**src/design/sacl_pkg.sv**
```systemverilog
`default_nettype none
// ----------------------------------------------------------------------------
// sacl_pkg
// Shared types and constants of the set-associative LRU tag store.
// ----------------------------------------------------------------------------
package sacl_pkg;

	localparam int ADDR_W      = 64;
	localparam int NUM_SETS    = 256;
	localparam int SET_W       = $clog2(NUM_SETS);
	localparam int NUM_WAYS    = 8;
	localparam int WAY_W       = $clog2(NUM_WAYS);
	localparam int CNT_W       = 32;

	localparam int SET_BITS_W   = 4;
	localparam int BLOCK_BITS_W = 6;
	localparam int WAYS_USED_W  = 4;
	localparam int CFG_DATA_W   = 6;
	localparam int CFG_INDEX_W  = 2;
	localparam int SHIFT_W      = 7;

	localparam logic [SET_BITS_W-1:0]   SET_BITS_RST   = 4'd4;
	localparam logic [BLOCK_BITS_W-1:0] BLOCK_BITS_RST = 6'd4;
	localparam logic [WAYS_USED_W-1:0]  WAYS_USED_RST  = 4'd1;

	localparam int QUEUE_DEPTH = 2;
	localparam int QPTR_W      = (QUEUE_DEPTH > 1) ? $clog2(QUEUE_DEPTH) : 1;
	localparam int QCNT_W      = $clog2(QUEUE_DEPTH + 1);

	localparam int OUT_BITS = 2 + 1 + 1 + 3 * CNT_W;
	localparam int OUT_W    = ((OUT_BITS + 7) / 8) * 8;

	typedef enum logic [CFG_INDEX_W-1:0] {
		CFG_SET_BITS   = 2'd0,
		CFG_BLOCK_BITS = 2'd1,
		CFG_WAYS_USED  = 2'd2
	} cfg_reg_t;

	typedef enum logic [1:0] {
		CMD_LOAD   = 2'd0,
		CMD_STORE  = 2'd1,
		CMD_MODIFY = 2'd2,
		CMD_IFETCH = 2'd3
	} cmd_t;

	typedef enum logic {
		BK_READ   = 1'b0,
		BK_UPDATE = 1'b1
	} back_state_t;

	typedef struct packed {
		cmd_t              cmd;
		logic [SET_W-1:0]  idx;
		logic [ADDR_W-1:0] tag;
	} access_t;

	typedef struct packed {
		logic              valid;
		logic [ADDR_W-1:0] tag;
	} line_t;

	typedef line_t [NUM_WAYS-1:0] row_t;

	typedef struct packed {
		logic full;
		logic empty;
	} queue_status_t;

endpackage
`default_nettype wire

```
**src/design/sacl_front.sv**
```systemverilog
`default_nettype none
// ----------------------------------------------------------------------------
// sacl_front
// Input side: splits each address into set index and tag and pushes the
// access into the queue.
// ----------------------------------------------------------------------------
module sacl_front (
	input  wire logic                                s_tvalid,
	output logic                                     s_tready,
	input  wire logic [sacl_pkg::ADDR_W-1:0]         s_tdata,   // address
	input  wire logic [1:0]                          s_tuser,   // cmd
	input  wire logic [sacl_pkg::SET_BITS_W-1:0]     set_bits,
	input  wire logic [sacl_pkg::BLOCK_BITS_W-1:0]   block_bits,
	input  wire sacl_pkg::queue_status_t             q_status,
	output logic                                     push,
	output sacl_pkg::access_t                        push_item
);

	logic [sacl_pkg::ADDR_W-1:0]  block_addr;
	logic [sacl_pkg::SET_W-1:0]   set_mask;
	logic [sacl_pkg::SHIFT_W-1:0] tag_shift;

	assign s_tready = !q_status.full;
	assign push     = s_tvalid && s_tready;

	always_comb begin
		block_addr = s_tdata >> block_bits;
		for (int i = 0; i < sacl_pkg::SET_W; i++) begin
			set_mask[i] = (set_bits > sacl_pkg::SET_BITS_W'(i));
		end
		tag_shift = sacl_pkg::SHIFT_W'(set_bits) + sacl_pkg::SHIFT_W'(block_bits);

		push_item.cmd = sacl_pkg::cmd_t'(s_tuser);
		push_item.idx = block_addr[sacl_pkg::SET_W-1:0] & set_mask;
		if (tag_shift >= sacl_pkg::SHIFT_W'(sacl_pkg::ADDR_W)) begin
			push_item.tag = '0;
		end else begin
			push_item.tag = s_tdata >> tag_shift;
		end
	end

endmodule
`default_nettype wire

```
**config.mk**
```make
export PLATFORM = sky130hd
export DESIGN_NAME = sacl_front
export DESIGN_NICKNAME = d
export VERILOG_FILES = /design/src/design/sacl_pkg.sv /design/src/design/sacl_front.sv
export SDC_FILE = /design/constraint.sdc
export NUM_CORES = 1
export LEC_CHECK = 0
export BUFFER_PORTS_ARGS = -buffer_cell sky130_fd_sc_hd__buf_2
export CORE_MARGIN = 4
export CORE_UTILIZATION = 35
export DETAILED_ROUTE_END_ITERATION = 8
export PLACE_DENSITY_LB_ADDON = 0.15
export SETUP_SLACK_MARGIN = 0.4
export SYNTH_ARGS = -nofsm -noshare
export SYNTH_HDL_FRONTEND = slang
export SYNTH_SLANG_ARGS = --single-unit
```
**constraint.sdc**
```tcl
create_clock -name vclk -period 5.17
set_input_delay 1.034 -clock vclk [all_inputs]
set_output_delay 1.034 -clock vclk [all_outputs]
set_load 0.01 [all_outputs]
```
==> impl_metrics.ini, run 1 <==
[grt]
antenna_found_initial = 1
track_usage_pct = 23.6
gr-total-overflow = 0
grt_max_degree = 53
grt_pass1_vias = 7188
grt_pass1_wl_um = 42400

[pwr]
fin_total_pwr_mw = 2.03
p_clk_share_pct = 0
pwr-share-comb_pct = 100.0
seq_power_share_pct = 0
peakVddDrop_mv = 0.0800
power_density_nw_per_um2 = 230
swShare_pct = 53.4
power.switching_mw = 1.08
internal_power_uw = 945
power_leakage_nw = 3.67

[status]
status = finished clean

[placement]
io_buffers = 150
place_area_um2 = 8180
place_congestion = 0.905
post-dp-hpwl_um = 22100

[floorplan]
ioPinCount = 155
coreArea_um2 = 19700
start_util_pct = 35.8
num_rows = 51
die-area_um2 = 22500
die_h_um = 150
die_w_um = 150

[detailed_routing]
drt_iter0_drc = 644
wl_per_cell_um = 22.4
firstDrtPassIters = 5
viasPerCell = 6.15
vias = 7686
wl_um = 28000
ant_nets = 0
drcViolationCount = 0

[layout]
fill_cells = 1988
nClkBuffers = 0
design_area_um2 = 8810
seqCellArea_um2 = 0
multi_input_area_um2 = 6760
fin_nets = 1070
n_sequential_cell = 0
drive_gt1_share_pct = 44.3
area_growth_pct = 25.1

[timing]
setup-violations-final = 0
fmax_mhz = 199
hold_violations = 0
max_slew_margin_pct = 50.1
period_minus_slack_ns = 5.03
finalSetupTns_ns = 0
report.final.slew_viol_count = 0
rsz0062_at_grt = true
period_share_pct = 97.3
worst_pin_slew_ns = 0.746

[yosys]
yosysSeqAreaShare_pct = 0
ys_types = 72
synthesis.nets = 911
syn_area_um2 = 7050
synth_cells = 827
yosysMostFrequentCell = mux2i_1
netlist.area_leader.share_pct = 26.2
synth_area_per_cell_um2 = 8.52
synth.largest_area_cell = mux4_2
synth_warnings = 0
synth.area.top_cells = mux4_2, mux2i_1, nand2_1
yosys-top-cells-count = mux2i_1, nand2_1, nor2_1

[min_path]
hold_depth = 0
hp-class = in -> out
hold_start = s_tuser[0]
hold_end = push_item[72]

[critical_path]
crit_fanout = 7
path_class = in -> out
cp.arrival_ns = 3.99
cp-start-kind = input port
critPathRequiredTime_ns = 4.14
end_kind = output port

[run]
cap_violations = 0
## worst max-delay path, cell delays in order
cell and delay, ns:
buf_8 0.08, ha_4 0.12, inv_2 0.03, fa_4 0.84, buf_12 0.15, buf_12 0.13, mux4_2 0.58, mux2i_2 0.24
mux2i_2 0.13, a222oi_1 0.37, o21ai_1 0.13, buf_2 0.16
## area by class of cell
| class | instances | share of cell area (%) |
|---|---|---|
| antenna | 1 | 0.0284 |
| inverter | 12 | 0.525 |
| multi-input combinational | 732 | 76.7 |
| tap | 265 | 3.76 |
| timing repair buffer | 240 | 19.0 |
## how the worst max path moves through the flow
stage,startpoint,to,slack (ns),cells after the start
after floorplan,block_bits[1],push_item[3],0.41,11
after global placement,set_bits[0],push_item[12],0.05,12
after detailed placement,set_bits[0],push_item[12],0.03,12
after CTS,block_bits[0],push_item[12],0.21,12
after global routing,block_bits[0],push_item[12],0.07,12
final,block_bits[0],push_item[12],0.14,12
## power by group through the flow
stage	sequential, mW	clock (mW)	combinational (mW)
2_1_floorplan	0	0	1.17
3_3_place_gp	0	0	1.76
6_report	0	0.0000000258	2.03
5_1_grt	0	0.0000000259	2.16
3_5_place_dp	0	0	1.76
4_1_cts	0	0	1.90
## through the flow
step           instances  util (%)  hold slack, ns  setup slack [ns]
2_1_floorplan        827         -            2.11             0.410
3_3_place_gp        1231      41.6            2.07            0.0516
3_5_place_dp        1231      41.6            2.07            0.0271
4_1_cts             1244      43.5            2.07             0.207
5_1_grt             1250      44.8            2.07            0.0681
6_report            1250      44.8            2.07             0.142
## kinds of logic (layout without fill, tap and decap cells)
| group | Yosys count | after routing | synth area share [%] |
|---|---|---|---|
| xor+xnor | 7 | 7 | 1.08 |
| buf+inv | 95 | 252 | 9.66 |
| compound gates | 191 | 191 | 19.3 |
| simple gates | 282 | 282 | 17.9 |
| fa+ha+maj | 5 | 5 | 0.995 |
| other cells | 0 | 1 | 0 |
| mux | 247 | 247 | 51.1 |
## cell usage in the layout, fill, tap and decap left out, types with 4 or more instances in the layout
master	instances
o21ai_1	17
mux2i_2	24
a32oi_1	12
mux2_2	26
nand3_1	13
nor2_1	85
mux4_2	82
nand2_1	113
nand2b_1	9
o311ai_0	5
mux2i_4	9
inv_1	6
a21oi_2	10
nor3_1	4
mux2_4	4
a221o_1	7
a22oi_2	9
nor2b_1	18
nand4b_1	5
and2_1	13
buf_4	70
buf_2	147
o21ai_0	18
a21oi_1	31
buf_6	4
buf_8	5
o211ai_1	12
a211oi_1	12
mux2i_1	98
a22oi_1	14
buf_12	12
a21o_1	4
a211oi_2	4
## routing by layer
layer	wire length, um	vias to the layer above	global-route usage (%)
li1	-	3530	-
met1	12400	3749	34.9
met2	13000	362	38.7
met3	1830	45	0.697
met4	731	0	4.62
met5	0	-	0
## what timing repair did
item                                    4_1_cts  5_1_grt
gates resized for setup                      59       46
endpoints found under the setup margin       60       66
hold buffers                                  0        0
buffers inserted                             11        5
endpoints found under the hold margin         0        0
cloned                                        2        0
pin swaps                                    21       10
(Power assumes the default switching activity.)
==> run 2, diff against run 1 <==
--- a/config.mk
+++ b/config.mk
@@ -7,7 +7,7 @@
 export LEC_CHECK = 0
 export BUFFER_PORTS_ARGS = -buffer_cell sky130_fd_sc_hd__buf_2
 export CORE_MARGIN = 4
-export CORE_UTILIZATION = 35
+export CORE_UTILIZATION = 36
 export DETAILED_ROUTE_END_ITERATION = 8
 export PLACE_DENSITY_LB_ADDON = 0.15
 export SETUP_SLACK_MARGIN = 0.4
==> run 2 against run 1 <==
Compared with the run above: critical path depth unchanged; first-iteration DRC count grew 14%; fmax grew 2.3%; worst hold slack barely moved; global-route usage up 0.46 points; non-clock buffer count rose by 13; worst setup slack better by 0.11 ns; critical endpoint is now push_item[13]; largest cell class unchanged; total power increased by 10%; via count rose by 1.1%; sequential cell count unchanged.
==> impl_metrics.ini, run 2 (same netlist as run 1, synthesis figures left out) <==
[detailed_routing]
drt_iter0_drc = 735
wl_per_cell_um = 22.6
firstDrtPassIters = 5
ant_nets = 0
wl_um = 28400
drcViolationCount = 0
viasPerCell = 6.18
vias = 7772

[layout]
area_growth_pct = 32.7
fin_nets = 1083
nClkBuffers = 0
seqCellArea_um2 = 0
layout_commonest_cell = buf_2
diodes = 0
design_area_um2 = 9350
layout_common_cells = buf_2, nand2_1, nor2_1, mux4_2, mux2i_1
final_cell_count_no_fill = 1257
drive_gt1_share_pct = 50.7
n_sequential_cell = 0

[floorplan]
die_w_um = 148
die_h_um = 148
ioPinCount = 155
die-area_um2 = 21900
coreArea_um2 = 19000
num_rows = 50
start_util_pct = 37.2

[grt]
grt_max_degree = 53
grt_pass1_vias = 7376
grt_pass1_wl_um = 42400
gr-total-overflow = 0
antenna_found_initial = 0
track_usage_pct = 24.0

[min_path]
hold_depth = 0
hold_end = push_item[72]
hp-class = in -> out
hold_start = s_tuser[0]

[pwr]
peakVddDrop_mv = 0.109
power_leakage_nw = 3.77
power_density_nw_per_um2 = 238

[critical_path]
cp-start-kind = input port
critPathRequiredTime_ns = 4.14
path_class = in -> out
end_kind = output port
crit_fanout = 8
cp.arrival_ns = 3.88

[status]
status = finished clean

[timing]
finalSetupTns_ns = 0
holdWs_ns = 2.07
period_minus_slack_ns = 4.92
max_slew_margin_pct = 40.0
worst_pin_slew_ns = 0.894
hold_violations = 0
period_share_pct = 95.1
report.final.slew_viol_count = 0
fmax_mhz = 203
setup-violations-final = 0
rsz0062_at_grt = true

[placement]
placed_cells = 1226
place_congestion = 0.921
io_buffers = 150
place_area_um2 = 8180
post-dp-hpwl_um = 22000

[run]
cap_violations = 0

[clocking]
cts_hold_buf = 0
[run 2: changes by cell type in the layout (fill, tap and decap cells not counted), sizes merged]
cell | previous run | this run
clkinv | 3 | 2
buf | 240 | 252
inv | 9 | 10
diode | 1 | 0
clkbuf | 0 | 1
[run 2: through the flow]
step	power, mW	setup slack [ns]	utilization (%)
detailed placement	1.76	0.0486	43.1
CTS	1.96	0.305	46.0
global placement	1.75	0.0391	43.1
finish	2.23	0.254	49.3
floorplan	1.17	0.410	-
global route	2.36	0.179	49.3
[run 2: where the power goes]
| part | leakage, nW | internal (mW) | switching [mW] |
|---|---|---|---|
| clock | 0 | 0 | 0 |
| sequential | 0 | 0 | 0 |
| combinational | 3.77 | 1.05 | 1.18 |
| total | 3.77 | 1.05 | 1.18 |
[run 2: cell type report]
class / instances / area (um2)
Inverter: 12 / 47.5
Fill cell: 1838 / 9610
Timing Repair Buffer: 253 / 1810
Tap cell: 260 / 325
Multi-Input combinational cell: 732 / 7170
[run 2: routing by layer]
layer	GRT usage, %	routed length, um
met1	34.6	12500
met2	39.6	13300
met3	1.75	1810
met4	5.87	792
met5	0	0
[run 2: critical path, cell delays in order]
cell and delay [ns]:
buf_8 0.08, ha_4 0.13, inv_2 0.03, fa_4 0.77, buf_12 0.15, buf_8 0.13
mux4_2 0.59, mux2i_2 0.21, mux2i_1 0.14, a222oi_1 0.30, o21ai_1 0.14, buf_2 0.16
[run 2: how the worst max path moves through the flow]
stage          slack (ns)            end  depth (start not counted)           from
2_1_floorplan        0.41   push_item[3]                         11  block_bits[1]
3_3_place_gp         0.04  push_item[16]                         12    set_bits[0]
3_5_place_dp         0.05  push_item[16]                         12    set_bits[0]
4_1_cts              0.31   push_item[0]                         11  block_bits[0]
5_1_grt              0.18   push_item[0]                         11  block_bits[0]
6_report             0.25  push_item[13]                         12  block_bits[0]
[run 2: repair_timing]
item | CTS | global route
setup endpoints to repair | 59 | 67
cloned | 2 | 0
resized for setup | 87 | 117
buffers inserted | 18 | 11
pin swaps | 26 | 44
