`src/design/sacl_pkg.sv`:
```
`default_nettype none
// ----------------------------------------------------------------------------
// sacl_pkg
// Shared types and constants of the set-associative LRU tag store.
// ----------------------------------------------------------------------------
package sacl_pkg;

	localparam int ADDR_W      = 64;
	localparam int NUM_SETS    = 256;
	localparam int SET_W       = $clog2(NUM_SETS);
	localparam int NUM_WAYS    = 8;
	localparam int WAY_W       = $clog2(NUM_WAYS);
	localparam int CNT_W       = 32;

	localparam int SET_BITS_W   = 4;
	localparam int BLOCK_BITS_W = 6;
	localparam int WAYS_USED_W  = 4;
	localparam int CFG_DATA_W   = 6;
	localparam int CFG_INDEX_W  = 2;
	localparam int SHIFT_W      = 7;

	localparam logic [SET_BITS_W-1:0]   SET_BITS_RST   = 4'd4;
	localparam logic [BLOCK_BITS_W-1:0] BLOCK_BITS_RST = 6'd4;
	localparam logic [WAYS_USED_W-1:0]  WAYS_USED_RST  = 4'd1;

	localparam int QUEUE_DEPTH = 2;
	localparam int QPTR_W      = (QUEUE_DEPTH > 1) ? $clog2(QUEUE_DEPTH) : 1;
	localparam int QCNT_W      = $clog2(QUEUE_DEPTH + 1);

	localparam int OUT_BITS = 2 + 1 + 1 + 3 * CNT_W;
	localparam int OUT_W    = ((OUT_BITS + 7) / 8) * 8;

	typedef enum logic [CFG_INDEX_W-1:0] {
		CFG_SET_BITS   = 2'd0,
		CFG_BLOCK_BITS = 2'd1,
		CFG_WAYS_USED  = 2'd2
	} cfg_reg_t;

	typedef enum logic [1:0] {
		CMD_LOAD   = 2'd0,
		CMD_STORE  = 2'd1,
		CMD_MODIFY = 2'd2,
		CMD_IFETCH = 2'd3
	} cmd_t;

	typedef enum logic {
		BK_READ   = 1'b0,
		BK_UPDATE = 1'b1
	} back_state_t;

	typedef struct packed {
		cmd_t              cmd;
		logic [SET_W-1:0]  idx;
		logic [ADDR_W-1:0] tag;
	} access_t;

	typedef struct packed {
		logic              valid;
		logic [ADDR_W-1:0] tag;
	} line_t;

	typedef line_t [NUM_WAYS-1:0] row_t;

	typedef struct packed {
		logic full;
		logic empty;
	} queue_status_t;

endpackage
`default_nettype wire

```
`src/design/sacl_queue.sv`:
```
`default_nettype none
// ----------------------------------------------------------------------------
// sacl_queue
// Short FIFO of classified accesses between front and back.
// ----------------------------------------------------------------------------
module sacl_queue (
	input  wire logic                    clk,
	input  wire logic                    arst_n,
	input  wire logic                    push,
	input  wire sacl_pkg::access_t       push_item,
	input  wire logic                    pop,
	output sacl_pkg::access_t            head,
	output sacl_pkg::queue_status_t      status
);

	sacl_pkg::access_t                 entry_q [sacl_pkg::QUEUE_DEPTH];
	logic [sacl_pkg::QPTR_W-1:0]       wr_ptr_q;
	logic [sacl_pkg::QPTR_W-1:0]       rd_ptr_q;
	logic [sacl_pkg::QCNT_W-1:0]       count_q;

	function automatic logic [sacl_pkg::QPTR_W-1:0] next_ptr(
		input logic [sacl_pkg::QPTR_W-1:0] ptr
	);
		if (ptr == sacl_pkg::QPTR_W'(sacl_pkg::QUEUE_DEPTH - 1)) begin
			return '0;
		end
		return ptr + 1'b1;
	endfunction

	assign head         = entry_q[rd_ptr_q];
	assign status.full  = (count_q == sacl_pkg::QCNT_W'(sacl_pkg::QUEUE_DEPTH));
	assign status.empty = (count_q == '0);

	always_ff @(posedge clk) begin
		if (push) begin
			entry_q[wr_ptr_q] <= push_item;
		end
	end

	always_ff @(posedge clk or negedge arst_n) begin
		if (!arst_n) begin
			wr_ptr_q <= '0;
			rd_ptr_q <= '0;
			count_q  <= '0;
		end else begin
			if (push) begin
				wr_ptr_q <= next_ptr(wr_ptr_q);
			end
			if (pop) begin
				rd_ptr_q <= next_ptr(rd_ptr_q);
			end
			if (push && !pop) begin
				count_q <= count_q + 1'b1;
			end else if (pop && !push) begin
				count_q <= count_q - 1'b1;
			end
		end
	end

endmodule
`default_nettype wire

```
`config.mk`:
```
export PLATFORM = sky130hd
export DESIGN_NAME = sacl_queue
export DESIGN_NICKNAME = d
export VERILOG_FILES = /design/src/design/sacl_pkg.sv /design/src/design/sacl_queue.sv
export SDC_FILE = /design/constraint.sdc
export NUM_CORES = 1
export LEC_CHECK = 0
export BUFFER_PORTS_ARGS = -buffer_cell sky130_fd_sc_hd__buf_4
export CAP_MARGIN = 20
export CORE_MARGIN = 10
export CORE_UTILIZATION = 47
export CTS_CLUSTER_DIAMETER = 150
export DETAILED_ROUTE_END_ITERATION = 6
export GPL_ROUTABILITY_DRIVEN = 0
export PLACE_DENSITY_LB_ADDON = 0.2
export SLEW_MARGIN = 20
export SYNTH_ARGS = -nofsm -noshare
export SYNTH_HDL_FRONTEND = slang
export SYNTH_SLANG_ARGS = --single-unit
```
`constraint.sdc`:
```
create_clock -name clk -period 4.1 [get_ports clk]
set_input_delay 0.615 -clock clk [delete_from_list [all_inputs] [get_ports clk]]
set_output_delay 0.615 -clock clk [all_outputs]
set_load 0.1 [all_outputs]
```
==> summary.txt, run 1 <==
outcome = completed
Max Transition Viols Final = 0
Largest stage delay, worst path = 0.98 ns
dpl cell area = 7030 um2
slew of the pin with the lowest slew margin = 1.00 ns
post-CTS sizing = 0
dpl ws = 1.53 ns
WP buf/inv = 2
syn_nets = 325
FF+latch count, synth = 152
clock-pin slew on the worst setup and hold paths = 0.06 ns
Inserted Clock Buffers = 17
Tot GR Track Use = 0.138
main combinational cell family by area after synthesis = multiplexers
drt first pass iters = 4
row count = 40
WP data required = 3.48 ns
Initial Util = 0.479
final critical-path required period = 2.97 ns
Max Cap Violations = 0
cell taking the most area after synthesis = edfxtp_1
Final #Nets = 493
die width = 130 um
H-tree depth = 4
antenna violations before repair = 1
post-DP HPWL = 7.54 mm
Vias/cell = 4.83
Post-synth EDFFs = 148
final period utilization = 0.724
Compound-Gate Fraction of Synth Area = 0
Setup Fix Bufs, Post-CTS = 0
first-pass GRT wire length = 17.2 mm
RSZ-0062 raised after global routing = no
P&R area growth vs syn = 34.3%
Synth cell types = 13
total number of vias = 2,778
share of layout cells above drive strength 1 = 0.618
Final Skew = 0.00562 ns
CTS tree = done
Critical Path End Type = output port
Finished Cell Area = 7690 um2
Skew-Pair Late Insertion Delay = 0.41 ns
root buf cell = clkbuf_16
CP delay by family, top = flip-flops
setup ws final = 1.13 ns
area share of and/or/nand/nor cells after synthesis = 0.00459
Die ar. = 17,000 um2
Port Buffer Count = 153
Cells after Synth = 246
YS warnings = 0
vias in the first global route = 3,155
achievable clock frequency = 337 MHz
drt total wl = 11.2 mm
die height = 130 um
Adder-Cell Fraction of Synth Area = 0.00218
clk buf depth = 2
Max-slew headroom = 0.332
Post-Syn Area = 5730 um2
slowest CP cell = dfrtp_4
type of the worst min-delay path = in2reg
Top Ports = 154
WS Path Type = reg2out
grt ovf = 0
post-route ant nets = 0
Synth Area in XOR/XNOR = 0.00764
top-count cell post-synth = edfxtp_1
Seq/Total Area, Yosys = 0.793
Area contributors post-synth = edfxtp_1 78%, mux2_4 13%, mux2_2 4.7%
Final setup viols = 0
Routed WL per cell = 19.5 um
Core Area = 12,000 um2
largest net degree at the start of global routing = 75
crit path cell chain = buf_12 -> mux2_2 -> buf_4
post-route setup TNS = 0 ns
top post-synthesis cells by count = 148 x edfxtp_1, 50 x mux2_4, 24 x mux2_2
ys async rst share = 0.0263
CP startpoint kind = register
post-synth top area share = 0.776
drc violations = 0
Hold Vio Cnt, Final = 0
CTS sink cnt = 152
Max FO, Critical Path = 44
DRT iter0 DRCs = 182
post-synthesis mux area share = 0.178
crit path DAT = 2.35 ns
Synth Flop Type = edfxtp_1
average cell area after synthesis = 23.3 um2
## cells by family after synthesis
family                   count (synthesis)
AND/OR/NAND/NOR                          5
XOR/XNOR                                 5
buffers and inverters                    9
adder cells (fa/ha/maj)                  1
flip-flops                             152
multiplexers                            74
## placed cells by master, fill, tap and decap left out, types with 2 or more instances in the layout
cell type   Yosys  layout
buf_4           0     155
bufinv_16       0       5
clkbuf_16       0      17
clkinvlp_4      0       4
dfrtp_1         4       3
edfxtp_1      148     148
inv_6           0       3
mux2_2         24      24
mux2_4         50      50
nor2_1          2       2
xor2_1          4       4
## metal layers
metal / part of all wire / global-route usage
met5: 0 / 0
met4: 0.015 / 0.0628
met3: 0.085 / 0.0705
met2: 0.52 / 0.230
met1: 0.38 / 0.143
## flip-flops by register name, summed over array words and instances, names as in the netlist
| name | cells |
|---|---|
| wr_ptr_q | 1 |
| entry_q | 148 |
| rd_ptr_q | 1 |
| count_q | 2 |
## final cells by class
class,instances,area (um2)
diodes,1,2.50
clock buffers,18,429
clock inverters,14,220
fillers,836,4270
inverters,1,3.75
multi-input cells,85,1110
flip-flops and latches,152,4550
well taps,147,184
repair buffers,157,1190
## worst reg2reg max path, delay by kind of cell, from the launching register on
family                 cells  cell delay (ns)
buffers and inverters      1             0.55
DFF                        1             0.43
and+or+nand+nor            1             0.50
## stage by stage
step	utilization	hold slack [ns]	instances
after floorplan	-	0.319	246
after global placement	0.588	0.414	541
after detailed placement	0.588	0.416	541
after CTS	0.643	0.358	574
after global routing	0.643	0.357	574
final	0.643	0.382	575
## what timing repair did
| item | in CTS | in global routing |
|---|---|---|
| setup endpoints to repair | 0 | 0 |
| hold buffers | 1 | 0 |
| endpoints found under the hold margin | 4 | 0 |
## worst paths after layout
check                                start             end  slack, ns  depth (start not counted)
max in group asynchronous           arst_n        rd_ptr_q       3.43                          2
worst min-delay path                   pop        rd_ptr_q       0.38                          2
worst min register to register  count_q[1]      count_q[1]       0.49                          1
worst max register to register    wr_ptr_q  entry_q[0][57]       2.23                          2
min in group asynchronous           arst_n      count_q[1]       0.55                          2
worst max-delay path              rd_ptr_q        head[52]       1.13                          3
Power of run 1 is left out: the tool's default activity adds up to more than one toggle a clock period on the data nets, which glitch-free logic cannot reach.
==> run 2, diff against run 1 <==
Settings changed: ABC_AREA from default to 1.
Clock period 4.1 ns to 2.4 ns, I/O delays scaled along.
==> summary.txt, run 2 <==
Port Buffer Count = 153
top-count cell post-synth = edfxtp_1
Area contributors post-synth = edfxtp_1 77%, mux2_4 13%, mux2_2 4.7%
most common cell after layout, fill and taps aside = buf_4
Hold Vio Cnt, Final = 0
P&R area growth vs syn = 33.8%
Reg2Reg Setup Slack = 0.81 ns
final period utilization = 0.963
Synth cell types = 14
root buf cell = clkbuf_16
drt total wl = 10.9 mm
Synth Flop Type = edfxtp_1
CTS sink cnt = 152
Skew-Pair Late Insertion Delay = 0.41 ns
achievable clock frequency = 433 MHz
type of the worst min-delay path = in2reg
Max Transition Viols Final = 0
Tot GR Track Use = 0.130
Hold Crit Endpoint = entry_q[1][23]
Seq/Total Area, Yosys = 0.790
WS Path Type = reg2out
FF+latch count, synth = 152
Core Area = 12,000 um2
post-synth top area share = 0.773
Initial Util = 0.479
die height = 131 um
crit path DAT = 1.95 ns
DRT iter0 DRCs = 192
post-route setup TNS = 0 ns
Fin Hold WS = 0.125 ns
largest net degree at the start of global routing = 39
Post-Syn Area = 5750 um2
Top reg by flops = entry_q
dpl cell area = 7110 um2
clock-pin slew on the worst setup and hold paths = 0.06 ns
drt first pass iters = 4
total number of vias = 2,854
Cells after Synth = 255
final critical-path required period = 2.31 ns
cell taking the most area after synthesis = edfxtp_1
Largest stage delay, worst path = 0.68 ns
Critical Path End Type = output port
Max-slew headroom = 0.658
grt ovf = 0
r2r worst-path depth = 3
first-pass GRT wire length = 16.4 mm
max reg flops = 148
Max Cap Violations = 0
post-DP HPWL = 7.72 mm
Inserted Clock Buffers = 17
CP startpoint kind = register
biggest regs = entry_q x148, count_q x2
clk buf depth = 2
post-route ant nets = 0
reg2reg start = wr_ptr_q
R2R Path End = entry_q[1][30]
die width = 131 um
Routed WL per cell = 18.5 um
slew of the pin with the lowest slew margin = 0.513 ns
Max FO, Critical Path = 25
most frequent cells in the layout = 158 x buf_4, 148 x edfxtp_1, 50 x mux2_4
row count = 40
RSZ-0062 raised after global routing = no
H-tree depth = 4
CTS tree = done
Top Ports = 154
slowest CP cell = dfrtp_4
average cell area after synthesis = 22.5 um2
syn_nets = 334
top post-synthesis cells by count = 148 x edfxtp_1, 50 x mux2_4, 24 x mux2_2
hold path depth = 1
Die ar. = 17,100 um2
vias in the first global route = 3,202
Hold Path Origin = push_item[23]
YS warnings = 0
Final #Nets = 507
Antenna diodes = 0
Finished Cell Area = 7690 um2
outcome = completed
Vias/cell = 4.85
crit path cell chain = buf_12 -> mux2_2 -> buf_4
antenna violations before repair = 0
drc violations = 0
Final Skew = 0.00449 ns
share of layout cells above drive strength 1 = 0.599
WP data required = 2.04 ns
Post-synth EDFFs = 148
Final setup viols = 0
ys async rst share = 0.0263
==> run 2: cell count changes after synthesis, sizes merged, moves of 2 or more <==
cell   delta
xor2      -2
nand2     +5
nor2b     -2
inv       +6
==> run 2: kinds of logic after synthesis <==
kind of cell | after synthesis | share of synthesized area
muxes | 74 | 0.178
xor gates and xnor gates | 3 | 0.00457
DFF | 152 | 0.790
buffers and inverters | 15 | 0.0181
adders and majority gates | 1 | 0.00218
and+or+nand+nor | 10 | 0.00718
==> run 2: worst max path at each step <==
stage	endpoint	slack, ns	depth (start not counted)	startpoint
6_report	head[45]	0.09	3	rd_ptr_q
5_1_grt	head[45]	0.01	3	rd_ptr_q
4_1_cts	head[45]	0.04	3	rd_ptr_q
3_5_place_dp	head[45]	0.49	3	rd_ptr_q
3_3_place_gp	head[45]	0.51	3	rd_ptr_q
2_1_floorplan	entry_q[1][0]	0.07	2	wr_ptr_q
==> run 2: routing by layer <==
layer  vias to the layer above  global-route usage  routed length [um]
li1                       1343                   -                   -
met1                      1368               0.150                4490
met2                       126               0.198                5080
met3                        17              0.0604                1130
met4                         0              0.0661                 203
met5                         -                   0                   0
==> run 2: layout make-up <==
type / count / area [um2]
clock buffers: 21 / 440
multi-input cells: 88 / 1110
well taps: 147 / 184
repair buffers: 162 / 1260
flip-flops and latches: 152 / 4550
inverters: 7 / 27.5
fillers: 860 / 4320
clock inverters: 11 / 130
==> run 2: metrics by stage <==
| step | instances | util | worst slack [ns] |
|---|---|---|---|
| 3_5_place_dp | 555 | 0.592 | 0.492 |
| 5_1_grt | 588 | 0.641 | 0.00983 |
| 4_1_cts | 588 | 0.641 | 0.0381 |
| 2_1_floorplan | 255 | - | 0.0673 |
| 6_report | 588 | 0.641 | 0.0891 |
| 3_3_place_gp | 555 | 0.592 | 0.512 |
==> run 2: timing repair <==
action,CTS,global route
endpoints found under the hold margin,4,0
endpoints found under the setup margin,0,0
buffers inserted,0,0
hold buffers,1,0
gates resized for setup,0,0
==> run 2: critical path: cells and delay by family, from the launching register on <==
| family | cells | cell delay, ns |
|---|---|---|
| buffers and inverters | 2 | 0.49 |
| flip-flops | 1 | 0.68 |
| multiplexers | 1 | 0.35 |
Power of run 2 is left out for the same reason.
==> run 3, diff against run 2 <==
Settings changed: CELL_PAD_IN_SITES_DETAIL_PLACEMENT from default to 1, CELL_PAD_IN_SITES_GLOBAL_PLACEMENT from default to 1, CORE_UTILIZATION 47 to 40.
==> summary.txt, run 3 (synthesis gave the netlist of run 2 again) <==
first-pass GRT wire length = 18.4 mm
Inserted Clock Buffers = 17
largest net degree at the start of global routing = 42
Hold Vio Cnt, Final = 0
share of layout cells above drive strength 1 = 0.609
vias in the first global route = 3,231
clk buf depth = 2
post-DP HPWL = 8.62 mm
Top reg by flops = entry_q
drc violations = 0
WP data required = 2.04 ns
WS Path Type = reg2out
final critical-path required period = 2.16 ns
row count = 43
drt total wl = 12.1 mm
highest metal used = met4
root buf cell = clkbuf_16
biggest regs = entry_q x148, count_q x2
post-CTS sizing = 0
Port Buffer Count = 153
area of the multi-input gates = 1110 um2
Max Transition Viols Final = 0
grt ovf = 0
Metal-1 WL = 5.11 mm
crit path DAT = 1.80 ns
Die ar. = 19,600 um2
Final #Nets = 511
type of the worst min-delay path = in2reg
P&R area growth vs syn = 35.8%
antenna violations before repair = 0
DRT iter0 DRCs = 151
Max Cap Violations = 0
FF+latch area = 4550 um2
slowest CP cell = dfrtp_4
crit path cell chain = buf_12 -> mux2_2 -> buf_4
drt first pass iters = 4
clock-pin slew on the worst setup and hold paths = 0.06 ns
Final Skew = 0.00749 ns
Antenna diodes = 0
most frequent cells in the layout = 160 x buf_4, 148 x edfxtp_1, 50 x mux2_4
final period utilization = 0.899
Tot GR Track Use = 0.122
die height = 140 um
post-route ant nets = 0
Initial Util = 0.411
Final setup viols = 0
slew of the pin with the lowest slew margin = 0.420 ns
routed wl met3 = 1.04 mm
post-route setup TNS = 0 ns
CTS tree = done
achievable clock frequency = 463 MHz
Max-slew headroom = 0.720
Skew-Pair Late Insertion Delay = 0.41 ns
Max FO, Critical Path = 34
fill count = 1,280
die width = 140 um
Reg2Reg Setup Slack = 0.93 ns
total number of vias = 2,887
Top Ports = 154
H-tree depth = 4
Routed WL per cell = 19.3 um
Vias/cell = 4.62
outcome = completed
max reg flops = 148
CTS sink cnt = 152
RSZ-0062 raised after global routing = no
Core Area = 14,000 um2
Largest stage delay, worst path = 0.49 ns
met2 wire len = 5.81 mm
Critical Path End Type = output port
most common cell after layout, fill and taps aside = buf_4
CP startpoint kind = register
-- run 3: cell types whose count changed in the layout (fill, tap and decap cells not counted) --
cell | before | now
buf_12 | 3 | 5
buf_4 | 158 | 160
clkbuf_1 | 4 | 1
clkinv_2 | 6 | 4
clkinvlp_4 | 1 | 6
-- run 3: critical path, delay by kind of cell (launching register included) --
| family | cells | cell delay, ns |
|---|---|---|
| DFF | 1 | 0.49 |
| muxes | 1 | 0.37 |
| buffers and inverters | 2 | 0.48 |
-- run 3: path summary, 6_finish.rpt --
path / start / end / cells after the start
max: rd_ptr_q / head[49] / 3
min: push_item[73] / entry_q[0][73] / 1
max reg2reg: wr_ptr_q / entry_q[1][8] / 3
min reg2reg: count_q[1] / count_q[1] / 2
max in group asynchronous: arst_n / rd_ptr_q / 2
min in group asynchronous: arst_n / rd_ptr_q / 2
-- run 3: cell type report --
type,count,area share
clock buffer,18,0.0550
multi-input combinational,88,0.142
inverter,7,0.00353
clock inverter,14,0.0202
tap,180,0.0288
timing repair buffer,166,0.168
sequential,152,0.583
-- run 3: what timing repair did --
item	CTS	global route
hold endpoints to repair	4	0
hold buffers	1	0
endpoints found under the setup margin	0	9
setup buffers	0	6
-- run 3: routing by layer --
metal / GRT usage / up-vias
li1: - / 1351
met1: 0.144 / 1418
met2: 0.185 / 107
met3: 0.0666 / 11
met4: 0.0424 / 0
met5: 0 / -
-- run 3: metrics by stage --
stage	area [um2]	worst slack (ns)	hold slack, ns	utilization	instances
after floorplan	5760	0.0673	0.0644	-	255
after global placement	7170	0.525	0.164	0.512	586
after detailed placement	7170	0.492	0.165	0.512	586
after CTS	7760	0.0402	0.105	0.555	619
after global routing	7810	0.156	0.101	0.558	625
final	7810	0.242	0.124	0.558	625
Power of run 3 is left out for the same reason.
